File: src/design/fdl_pkg.sv
// Shared constants, widths and the controller command type for the fractional delay line.
// Used by fdl_ctrl, fdl_dp and the top level; it depends on nothing else.
package fdl_pkg;

	// Store geometry and sample format.
	localparam int STORE_DEPTH = 65536;
	localparam int ADDR_BITS   = $clog2(STORE_DEPTH);
	localparam int SAMPLE_BITS = 24;
	localparam int TDATA_BITS  = ((SAMPLE_BITS + 7) / 8) * 8;

	// Configuration register formats.
	localparam int DELAY_BITS = 16;
	localparam int FRAC_BITS  = 16;
	localparam int GAIN_BITS  = 18;
	localparam int CFG_INDEX_BITS = 2;
	localparam int CFG_DATA_BITS  = GAIN_BITS;
	localparam logic [GAIN_BITS-1:0] GAIN_UNITY = GAIN_BITS'(65536);

	localparam logic [CFG_INDEX_BITS-1:0] CFG_DELAY_WHOLE    = 2'd0;
	localparam logic [CFG_INDEX_BITS-1:0] CFG_DELAY_FRACTION = 2'd1;
	localparam logic [CFG_INDEX_BITS-1:0] CFG_OUTPUT_GAIN    = 2'd2;

	// Datapath widths. The blend is sample * 2^16 plus fraction * difference.
	localparam int BLEND_BITS = SAMPLE_BITS + FRAC_BITS + 2;
	localparam int MAG_BITS   = BLEND_BITS - 1;
	localparam int LO_BITS    = 24;
	localparam int HI_BITS    = MAG_BITS - LO_BITS;
	localparam int SUM_BITS   = MAG_BITS + GAIN_BITS + 1;
	localparam int SUM_SHIFT  = FRAC_BITS + 16;
	localparam int Q_BITS     = SUM_BITS - SUM_SHIFT;

	localparam logic [SAMPLE_BITS-1:0] SAMPLE_MAX = {1'b0, {(SAMPLE_BITS-1){1'b1}}};
	localparam logic [SAMPLE_BITS-1:0] SAMPLE_MIN = {1'b1, {(SAMPLE_BITS-1){1'b0}}};

	// One strobe per datapath step, issued by the controller.
	typedef struct packed {
		logic capture;
		logic read_a;
		logic read_b;
		logic take_a;
		logic blend;
		logic magnitude;
		logic gain;
		logic rounding;
		logic load_out;
	} cmd_t;

endpackage

File: src/design/fdl_ctrl.sv
// Sequencing state machine of the fractional delay line.
// Depends on fdl_pkg; drives the command strobes of fdl_dp and both stream handshakes.
module fdl_ctrl
	import fdl_pkg::*;
(
	input  logic clk,
	input  logic arst_n,
	input  logic s_tvalid,
	output logic s_tready,
	output logic m_tvalid,
	input  logic m_tready,
	output cmd_t cmd
);

	typedef enum logic [2:0] {
		ST_IDLE,
		ST_READ_B,
		ST_BLEND,
		ST_MAG,
		ST_GAIN,
		ST_ROUND,
		ST_OUT
	} state_t;

	state_t state_q;
	logic   out_valid_q;
	logic   out_free;

	assign s_tready = (state_q == ST_IDLE);
	assign m_tvalid = out_valid_q;
	assign out_free = !out_valid_q || m_tready;

	always_comb begin
		cmd = '0;
		unique case (state_q)
			ST_IDLE: begin
				cmd.capture = s_tvalid;
				cmd.read_a  = s_tvalid;
			end
			ST_READ_B: begin
				cmd.take_a = 1'b1;
				cmd.read_b = 1'b1;
			end
			ST_BLEND: cmd.blend     = 1'b1;
			ST_MAG:   cmd.magnitude = 1'b1;
			ST_GAIN:  cmd.gain      = 1'b1;
			ST_ROUND: cmd.rounding  = 1'b1;
			ST_OUT:   cmd.load_out  = out_free;
			default:  cmd = '0;
		endcase
	end

	always_ff @(posedge clk or negedge arst_n) begin
		if (!arst_n) begin
			state_q     <= ST_IDLE;
			out_valid_q <= 1'b0;
		end else begin
			if (out_valid_q && m_tready) begin
				out_valid_q <= 1'b0;
			end
			unique case (state_q)
				ST_IDLE: begin
					if (s_tvalid) begin
						state_q <= ST_READ_B;
					end
				end
				ST_READ_B: state_q <= ST_BLEND;
				ST_BLEND:  state_q <= ST_MAG;
				ST_MAG:    state_q <= ST_GAIN;
				ST_GAIN:   state_q <= ST_ROUND;
				ST_ROUND:  state_q <= ST_OUT;
				ST_OUT: begin
					if (out_free) begin
						out_valid_q <= 1'b1;
						state_q     <= ST_IDLE;
					end
				end
				default: state_q <= ST_IDLE;
			endcase
		end
	end

endmodule

File: config.mk
export PLATFORM = sky130hd
export DESIGN_NAME = fdl_ctrl
export DESIGN_NICKNAME = d
export VERILOG_FILES = /design/src/design/fdl_pkg.sv /design/src/design/fdl_ctrl.sv
export SDC_FILE = /design/constraint.sdc
export NUM_CORES = 1
export LEC_CHECK = 0
export ABC_AREA = 1
export BUFFER_PORTS_ARGS = -buffer_cell sky130_fd_sc_hd__buf_2
export CAP_MARGIN = 5
export CORE_AREA = 2 2 39 41
export DETAILED_ROUTE_END_ITERATION = 10
export DIE_AREA = 0 0 41 43
export PLACE_DENSITY = 0.44
export SYNTH_ARGS = -nofsm -noshare
export SYNTH_HDL_FRONTEND = slang
export SYNTH_SLANG_ARGS = --single-unit
File: constraint.sdc
create_clock -name clk -period 1.4 [get_ports clk]
set_input_delay 0.14 -clock clk [delete_from_list [all_inputs] [get_ports clk]]
set_output_delay 0.14 -clock clk [all_outputs]
set_load 0.01 [all_outputs]
==> results of run 1 <==
## state kept, by name, indices dropped and copies added, names as in the netlist
name / count
state_q: 3
m_tvalid: 1
## worst max path at each step
stage / depth (start not counted) / end
after floorplan: 4 / cmd[8]
after global placement: 4 / cmd[8]
after detailed placement: 4 / cmd[7]
after CTS: 4 / cmd[7]
after global routing: 4 / cmd[7]
final: 4 / cmd[7]
## worst max-delay path, cell delays in order, from the launching register on
cell	delay (ps)
dfrtp_1	410
nor2_2	150
nand2_1	80
nor2_1	100
buf_2	140
## metal layers
metal | global-route usage [%] | vias up | wire length (µm)
li1 | - | 146 | -
met2 | 11.3 | 10 | 248
met1 | 6.84 | 109 | 218
met3 | 4.71 | 2 | 52
met5 | 0 | - | 0
met4 | 6.00 | 0 | 6
## power by group
| part | internal, W | total [W] | switching [W] |
|---|---|---|---|
| registers | 0.000173 | 0.000232 | 0.0000587 |
| clock network | 0.0000954 | 0.000136 | 0.0000408 |
| logic | 0.000164 | 0.000405 | 0.000242 |
## repair_timing
item                                   CTS  global route
setup buffers                            0             0
hold buffers                             1             0
endpoints found under the hold margin    4             0
resized for setup                        0             2
setup endpoints to repair                0             2
## metrics by stage
step,instances,area [µm²],setup slack [ps],hold slack (ps)
CTS,71,354,87.9,117
floorplan,39,246,264,-156
detailed placement,67,322,341,-48.6
global route,71,358,10.5,133
global placement,67,322,364,-52.0
finish,71,358,150,116
## cells by family (layout without fill, tap and decap cells)
family	count (synthesis)	after routing
flip-flops	4	4
buffers and inverters	11	27
AO/OA/AOI/OAI	1	1
AND/OR/NAND/NOR	23	23
## layout by cell type (no fill, tap or decap), drive strengths merged
master,instances
dfrtp,4
nand3b,1
nand2,10
clkbuf,3
inv,9
nor2,10
nand3,2
buf,14
dlygate4sd3,1
o21ai,1
## area by class of cell
type / count / area (µm²)
Fill cell: 162 / 1030
Tap cell: 16 / 20.0
Sequential cell: 4 / 101
Multi-Input combinational cell: 24 / 100
Inverter: 9 / 33.8
Timing Repair Buffer: 15 / 80.1
Clock buffer: 3 / 22.5
==> reports/metrics.cfg, run 1 <==
[run_status]
status = complete, no violations

[yosys]
avgSynthCellArea_um2 = 6.32
netlist_area_um2 = 246
synthMuxAreaShare_pct = 0
ys_warn_count = 0
synth_edf_count = 0
ys.flop_type = dfrtp_1
synth_xor_xnor_area_share_pct = 0
ys_seq_area_share_pct = 40.6
synthArstFlopShare_pct = 100
synth_top_area_cell = dfrtp_1
synth_compound_area_share_pct = 2.03
synth_area_leaders = dfrtp_1, nand2_1, nor2_1
ys_top_cells_by_count = nand2_1, nor2_1, inv_1
ys_ff_latch = 4
synth-adder-area-share_pct = 0
syn_inst = 39
yosys.area_share.simple_pct = 37.6
synth.top_cell.area_share_pct = 40.6
synth_cell_types = 8
synth_top_family_by_area = simple AND/OR/NAND/NOR gates
synth_fp_nets = 43

[clock_network]
cts_htree_levels = 1
cts_buffers = 3
cts_tree = built
cts_sinks = 4
cts_root_buf = clkbuf_4
clockBufferDepth = 2
path_clk_slew_ps = 30
clock_latency_ps = 230

[grt]
grt_pass1_wl_um = 828
grt_overflow = 0
track_usage_pct = 7.56
grt_pass1_vias = 234
grt_start_max_net_pins = 7
antenna_found_initial = 0

[placement]
numPortBuffers = 14
gp_congestion = 0.608
dp_hpwl_um = 460

[detailed_routing]
first_iter_violations = 5
drc_errors = 0
drtPass1Iterations = 2
via_per_inst = 3.76
wl_per_cell_um = 7.39
antenna_left = 0
vias = 267
wirelength_um = 525

[worst_setup_path]
worstSetupPathType = flip-flop to output pin
endpoint_kind = output pin
required_ps = 1260
reg2regPathDepth = 5
r2r-start = state_q[2]$_DFFE_PN0P_
arrival_ps = 1110
rrSetupSlack_ps = 460
regToRegEndpoint = state_q[0]$_DFFE_PN0P_
cp_max_fo = 4
cp-startpoint = state_q[1]$_DFFE_PN0P_
start_kind = flip-flop

[cells_and_area]
drive_gt1_share_pct = 34.5
final_core_util_pct = 25.9
diodes = 0
nets = 61
area_growth_pct = 45.2

[hold_path]
min_path_cells = 2
hold_end = m_tvalid$_DFF_PN0_
min_from = m_tready
hold_class = primary input to flip-flop

[die]
initial_core_util_pct = 17.8
fp.dieW_um = 41
io_pins = 15
rows = 14
die_area_um2 = 1760
coreArea_um2 = 1380
die_y_um = 43

[timing]
layout_worst_path_cycle_share_pct = 89.3
tns_ps = 0
worst_pin_slew_ps = 144
relSlewSlack_pct = 90.3
final-max-slew-violation-count = 0
fin_crit_ps = 1250
skew_ps = 0.658
hold_viol = 0
setup_viol = 0
rsz0062_at_grt = false
fmax_mhz = 800

[run]
drv_cap = 0

[power]
power.leakage_nw = 0.245
power.density_nw_per_um2 = 2160
finalPower_w = 0.000773
peakVddDrop_v = 0.000562

Note: power is estimated with default switching activity, not from simulation.
==> run 2, diff against run 1 <==
Settings changed: ABC_AREA 1 to default, PLACE_DENSITY 0.44 to 0.45.
==> reports/metrics.cfg, run 2 <==
[run_status]
status = complete, no violations  ; unchanged

[clock_network]
cts_tree = built  ; unchanged
cts_sinks = 4  ; unchanged
path_clk_slew_ps = 30  ; about the same
cts_root_buf = clkbuf_4  ; unchanged
clock_latency_ps = 230  ; about the same
clockBufferDepth = 2  ; unchanged
cts_buffers = 3  ; unchanged
cts_htree_levels = 1  ; unchanged

[cells_and_area]
layout_commonest_cell = buf_2  ; unchanged
drive_gt1_share_pct = 61.4  ; was 34.5%
layout_common_cells = buf_2, clkbuf_4, dfrtp_2  ; was buf_2, nand2_1, inv_1, nor2_1
fillers = 161  ; was 162
largest_register_ffs = 3  ; unchanged
regMostFlops = state_q  ; unchanged
diodes = 0  ; unchanged
area_growth_pct = 41.0  ; was 45.2%
nets = 50  ; was 61

[detailed_routing]
wirelength_um = 504  ; was 525 µm
drc_errors = 0  ; unchanged
wl_per_cell_um = 8.40  ; was 7.39 µm
first_iter_violations = 6  ; was 5
via_per_inst = 3.95  ; was 3.76
drtPass1Iterations = 2  ; unchanged
vias = 237  ; was 267
antenna_left = 0  ; unchanged

[grt]
grt_util_met1_pct = 7.17  ; was 6.84%
grt.met2_usage_pct = 11.3  ; unchanged
grt_pass1_vias = 232  ; was 234
grt_busiest_layer = met2  ; unchanged
grt_util_met3_pct = 3.14  ; was 4.71%
grt_start_max_net_pins = 12  ; was 7
track_usage_pct = 7.36  ; was 7.56%
antenna_found_initial = 0  ; unchanged
grt_overflow = 0  ; unchanged
grt_pass1_wl_um = 855  ; was 828 µm

[power]
p_sw_w = 0.000353  ; was 0.000341 W
power.leakage_nw = 0.196  ; was 0.245 nW
combPwrFrac_pct = 52.1  ; was 52.4%
p_clk_share_pct = 16.1  ; was 17.6%
power.density_nw_per_um2 = 2280  ; was 2160 nW/µm²
p_seq_share_pct = 31.8  ; was 30.0%
p_int_w = 0.000491  ; was 0.000432 W
switching_share_pct = 41.8  ; was 44.1%
peakVddDrop_v = 0.000468  ; was 0.000562 V
finalPower_w = 0.000845  ; was 0.000773 W

[worst_setup_path]
start_kind = flip-flop  ; unchanged
worstSetupPathType = flip-flop to output pin  ; unchanged
cp_max_fo = 5  ; was 4
endpoint_kind = output pin  ; unchanged
arrival_ps = 1140  ; was 1110 ps
required_ps = 1260  ; about the same

[placement]
gp_congestion = 0.577  ; was 0.608
numPortBuffers = 14  ; unchanged
dp_hpwl_um = 410  ; was 460 µm
post-place-ws_ps = 253  ; was 341 ps

[yosys]
synth_top_family_by_area = simple AND/OR/NAND/NOR gates  ; unchanged
synth_top_area_cell = dfrtp_1  ; unchanged
synth-adder-area-share_pct = 0  ; unchanged
synth.most_common_cell = dfrtp_1
netlist_area_um2 = 263  ; was 246 µm²
avgSynthCellArea_um2 = 9.38  ; was 6.32 µm²
syn_inst = 28  ; was 39
synthMuxAreaShare_pct = 0  ; unchanged
synth_fp_nets = 32  ; was 43
synth_edf_count = 0  ; unchanged
synth_cell_types = 18  ; was 8
ys_warn_count = 0  ; unchanged
synth.top_cell.area_share_pct = 38.1  ; was 40.6%
yosys.area_share.simple_pct = 33.3  ; was 37.6%
synth_area_leaders = dfrtp_1, buf_4, a21o_1  ; was dfrtp_1, nand2_1, nor2_1
synth_compound_area_share_pct = 14.3  ; was 2.03%
ys_seq_area_share_pct = 38.1  ; was 40.6%
synth_xor_xnor_area_share_pct = 0  ; unchanged
synthArstFlopShare_pct = 100  ; unchanged
ys_ff_latch = 4  ; unchanged
ys.flop_type = dfrtp_1  ; unchanged
ys_top_cells_by_count = dfrtp_1, buf_4  ; was nand2_1, nor2_1, inv_1

[run]
drv_cap = 0  ; unchanged

[timing]
layout_worst_path_cycle_share_pct = 91.1  ; was 89.3%
fmax_mhz = 784  ; was 800 MHz
skew_ps = 0.452  ; was 0.658 ps
worst_pin_slew_ps = 211  ; was 144 ps
hold_viol = 0  ; unchanged
timing.hold.ws_ps = 243  ; was 116 ps
final-max-slew-violation-count = 0  ; unchanged
fin_crit_ps = 1280  ; was 1250 ps
worst_slack_ps = 124  ; was 150 ps
relSlewSlack_pct = 85.8  ; was 90.3%
tns_ps = 0  ; unchanged
setup_viol = 0  ; unchanged
rsz0062_at_grt = false  ; unchanged

[die]
rows = 14  ; unchanged
die_y_um = 43  ; unchanged
initial_core_util_pct = 19.0  ; was 17.8%
coreArea_um2 = 1380  ; unchanged
die_area_um2 = 1760  ; unchanged
io_pins = 15  ; unchanged
fp.dieW_um = 41  ; unchanged

[hold_path]
hold_class = primary input to flip-flop  ; unchanged

==> run 2: changes by cell type in the layout (fill, tap and decap cells not counted), moves of 2 or more <==
cell / change
dfrtp_2: +2
dfrtp_1: -2
nor2_1: -8
o21ai_1: +2
nand2_1: -8
nor3_1: +2
nand2b_1: +2
buf_4: +2
a21o_1: +2
inv_1: -9
==> run 2: path summary, 6_finish.rpt <==
check                                       start                      to  slack [ps]  cells after the start
max                        state_q[1]$_DFFE_PN0P_                  cmd[2]         120                      3
min                                      m_tready      m_tvalid$_DFF_PN0_         240                      3
max reg2reg                state_q[1]$_DFFE_PN0P_  state_q[2]$_DFFE_PN0P_         440                      4
min reg2reg                state_q[0]$_DFFE_PN0P_  state_q[0]$_DFFE_PN0P_         510                      1
max in group asynchronous                  arst_n  state_q[1]$_DFFE_PN0P_        1020                      2
min in group asynchronous                  arst_n  state_q[0]$_DFFE_PN0P_         250                      2
==> run 2: cell type report <==
type	instances	area, µm²	share of cell area [%]
Tap cell	16	20.0	5.41
Clock buffer	3	22.5	6.08
Inverter	1	3.75	1.01
Timing Repair Buffer	17	95.1	25.7
Multi-Input combinational cell	19	125	33.8
Sequential cell	4	104	28.0
==> run 2: logic make-up (layout without fill, tap and decap cells) <==
group | Yosys count | in the layout
buf+inv | 5 | 21
flops | 4 | 4
simple gates | 14 | 14
compound gates | 5 | 5
==> run 2: per-stage QoR <==
step / utilization (%) / instances / instance area [µm²]
CTS: 25.4 / 58 / 352
finish: 26.8 / 60 / 370
detailed placement: 23.1 / 54 / 319
floorplan: - / 28 / 263
global route: 26.8 / 60 / 370
global placement: 23.1 / 54 / 319
==> run 2: what timing repair did <==
action,4_1_cts,5_1_grt
gates resized for setup,0,3
hold buffers,1,0
setup buffers,0,2
endpoints found under the hold margin,4,0
setup endpoints to repair,0,6
==> run 2: power by group through the flow <==
stage | Clock (W) | Combinational (W) | Sequential (W)
6_report | 0.000136 | 0.000440 | 0.000269
5_1_grt | 0.000160 | 0.000501 | 0.000285
4_1_cts | 0.000145 | 0.000384 | 0.000282
3_5_place_dp | 0 | 0.000381 | 0.000284
3_3_place_gp | 0 | 0.000383 | 0.000287
2_1_floorplan | 0 | 0.000368 | 0.000222
==> run 2: routing by layer <==
layer	vias up	part of all wire [%]
li1	124	-
met3	0	6.7
met2	6	54
met1	107	39
met5	-	0
met4	0	0
==> run 2: worst max-delay path, stage by stage, from the launching register on <==
cell and delay, ps:
dfrtp_2 430, buf_4 160, nor3b_1 170, buf_2 150
==> run 3, diff against run 2 <==
Settings changed: RECOVER_POWER from default to 25.
==> reports/metrics.cfg, run 3 (synthesis results as in run 2) <==
[grt]
grt_overflow = 0  ; unchanged
antenna_found_initial = 0  ; unchanged
grt_start_max_net_pins = 12  ; unchanged
grt_pass1_wl_um = 855  ; unchanged
track_usage_pct = 7.36  ; unchanged
grt_pass1_vias = 232  ; unchanged

[worst_setup_path]
endpoint_kind = output pin  ; unchanged
arrival_ps = 1140  ; about the same
required_ps = 1260  ; about the same
reg2regPathDepth = 4  ; unchanged
cp_max_fo = 5  ; unchanged
worstSetupPathType = flip-flop to output pin  ; unchanged
start_kind = flip-flop  ; unchanged

[timing]
final-max-slew-violation-count = 0  ; unchanged
worst_pin_slew_ps = 211  ; unchanged
fmax_mhz = 784  ; unchanged
rsz0062_at_grt = false  ; unchanged
layout_worst_path_cycle_share_pct = 91.1  ; unchanged
relSlewSlack_pct = 85.8  ; unchanged
tns_ps = 0  ; unchanged
hold_viol = 0  ; unchanged
fin_crit_ps = 1280  ; unchanged
setup_viol = 0  ; unchanged
skew_ps = 0.452  ; unchanged

[power]
power.leakage_nw = 0.194  ; was 0.196 nW
power.density_nw_per_um2 = 2290  ; was 2280 nW/µm²
peakVddDrop_v = 0.000468  ; about the same

[placement]
dp_hpwl_um = 410  ; unchanged
dp_cells = 54  ; unchanged
postPlaceCellArea_um2 = 319  ; unchanged
numPortBuffers = 14  ; unchanged
gp_congestion = 0.577  ; unchanged

[cells_and_area]
regMostFlops = state_q  ; unchanged
area_growth_pct = 40.5  ; was 41.0%
nets = 50  ; unchanged
diodes = 0  ; unchanged
largest_register_ffs = 3  ; unchanged
drive_gt1_share_pct = 59.1  ; was 61.4%
fin_area_um2 = 369  ; was 370 µm²
multiInputGateArea_um2 = 125  ; unchanged
final_cells = 60  ; unchanged
layout_common_cells = buf_2, clkbuf_4, dfrtp_2  ; unchanged
fillers = 161  ; unchanged
layout_commonest_cell = buf_2  ; unchanged
regArea_um2 = 104  ; unchanged

[detailed_routing]
drtPass1Iterations = 2  ; unchanged
wirelength_um = 504  ; unchanged
via_per_inst = 3.95  ; unchanged
wl_per_cell_um = 8.40  ; unchanged
first_iter_violations = 6  ; unchanged
vias = 237  ; unchanged
drc_errors = 0  ; unchanged
antenna_left = 0  ; unchanged

[die]
die_area_um2 = 1760  ; unchanged
fp.dieW_um = 41  ; unchanged
io_pins = 15  ; unchanged
die_y_um = 43  ; unchanged
initial_core_util_pct = 19.0  ; unchanged
coreArea_um2 = 1380  ; unchanged
rows = 14  ; unchanged

[hold_path]
hold_class = primary input to flip-flop  ; unchanged
min_path_cells = 3  ; unchanged

[clock_network]
cts_sinks = 4  ; unchanged
cts_buffers = 3  ; unchanged
clock_latency_ps = 230  ; about the same
cts_root_buf = clkbuf_4  ; unchanged
cts_tree = built  ; unchanged
path_clk_slew_ps = 30  ; about the same
clockBufferDepth = 2  ; unchanged
cts_htree_levels = 1  ; unchanged

[run_status]
status = complete, no violations  ; unchanged

[run]
drv_cap = 0  ; unchanged

run 3: cell types whose count changed in the layout (fill, tap and decap cells not counted), sizes merged:
cell / previous run / this run
clkbuf: 3 / 4
buf: 16 / 15
run 3: layout make-up:
| class | count | share of cell area (%) |
|---|---|---|
| clock buffer | 3 | 6.10 |
| sequential | 4 | 28.1 |
| inverter | 1 | 1.02 |
| multi-input combinational | 19 | 33.9 |
| tap | 16 | 5.42 |
| timing repair buffer | 17 | 25.4 |
run 3: power by group:
| part | leakage, nW | total (W) | switching, W | internal (W) |
|---|---|---|---|---|
| registers | 0.0471 | 0.000269 | 0.0000913 | 0.000178 |
| clock network | 0.0138 | 0.000136 | 0.0000406 | 0.0000955 |
| logic | 0.133 | 0.000439 | 0.000222 | 0.000218 |
run 3: per-stage QoR:
stage / hold slack (ps) / utilization, % / total power, W / setup slack, ps
2_1_floorplan: -156 / - / 0.000590 / 137
3_3_place_gp: -50.7 / 23.1 / 0.000670 / 272
3_5_place_dp: -48.6 / 23.1 / 0.000665 / 253
4_1_cts: 238 / 25.4 / 0.000812 / 6.22
5_1_grt: 278 / 26.7 / 0.000946 / 13.8
6_report: 243 / 26.7 / 0.000844 / 124
run 3: layer usage:
layer / vias up / track usage [%] / part of all wire [%]
li1: 124 / - / -
met1: 107 / 7.17 / 39
met2: 6 / 11.3 / 54
met3: 0 / 3.14 / 6.7
met4: 0 / 6.00 / 0
met5: - / 0 / 0
run 3: final timing paths:
kind,startpoint,endpoint,slack (ps)
worst min-delay path,m_tready,m_tvalid$_DFF_PN0_,240
worst max-delay path,state_q[1]$_DFFE_PN0P_,cmd[2],120
worst max register to register,state_q[1]$_DFFE_PN0P_,state_q[2]$_DFFE_PN0P_,440
min in group asynchronous,arst_n,state_q[0]$_DFFE_PN0P_,270
max in group asynchronous,arst_n,state_q[1]$_DFFE_PN0P_,930
worst min register to register,state_q[0]$_DFFE_PN0P_,state_q[0]$_DFFE_PN0P_,510
run 3: what timing repair did:
item | CTS | global route
endpoints found under the hold margin | 4 | 0
hold buffers | 1 | 0
resized for setup | 0 | 3
setup buffers | 0 | 2
setup endpoints to repair | 0 | 6
run 3: worst max-delay path, cell delays in order, from the launching register on:
cell,delay (ps)
dfrtp_2,430
buf_4,160
nor3b_1,170
buf_2,150
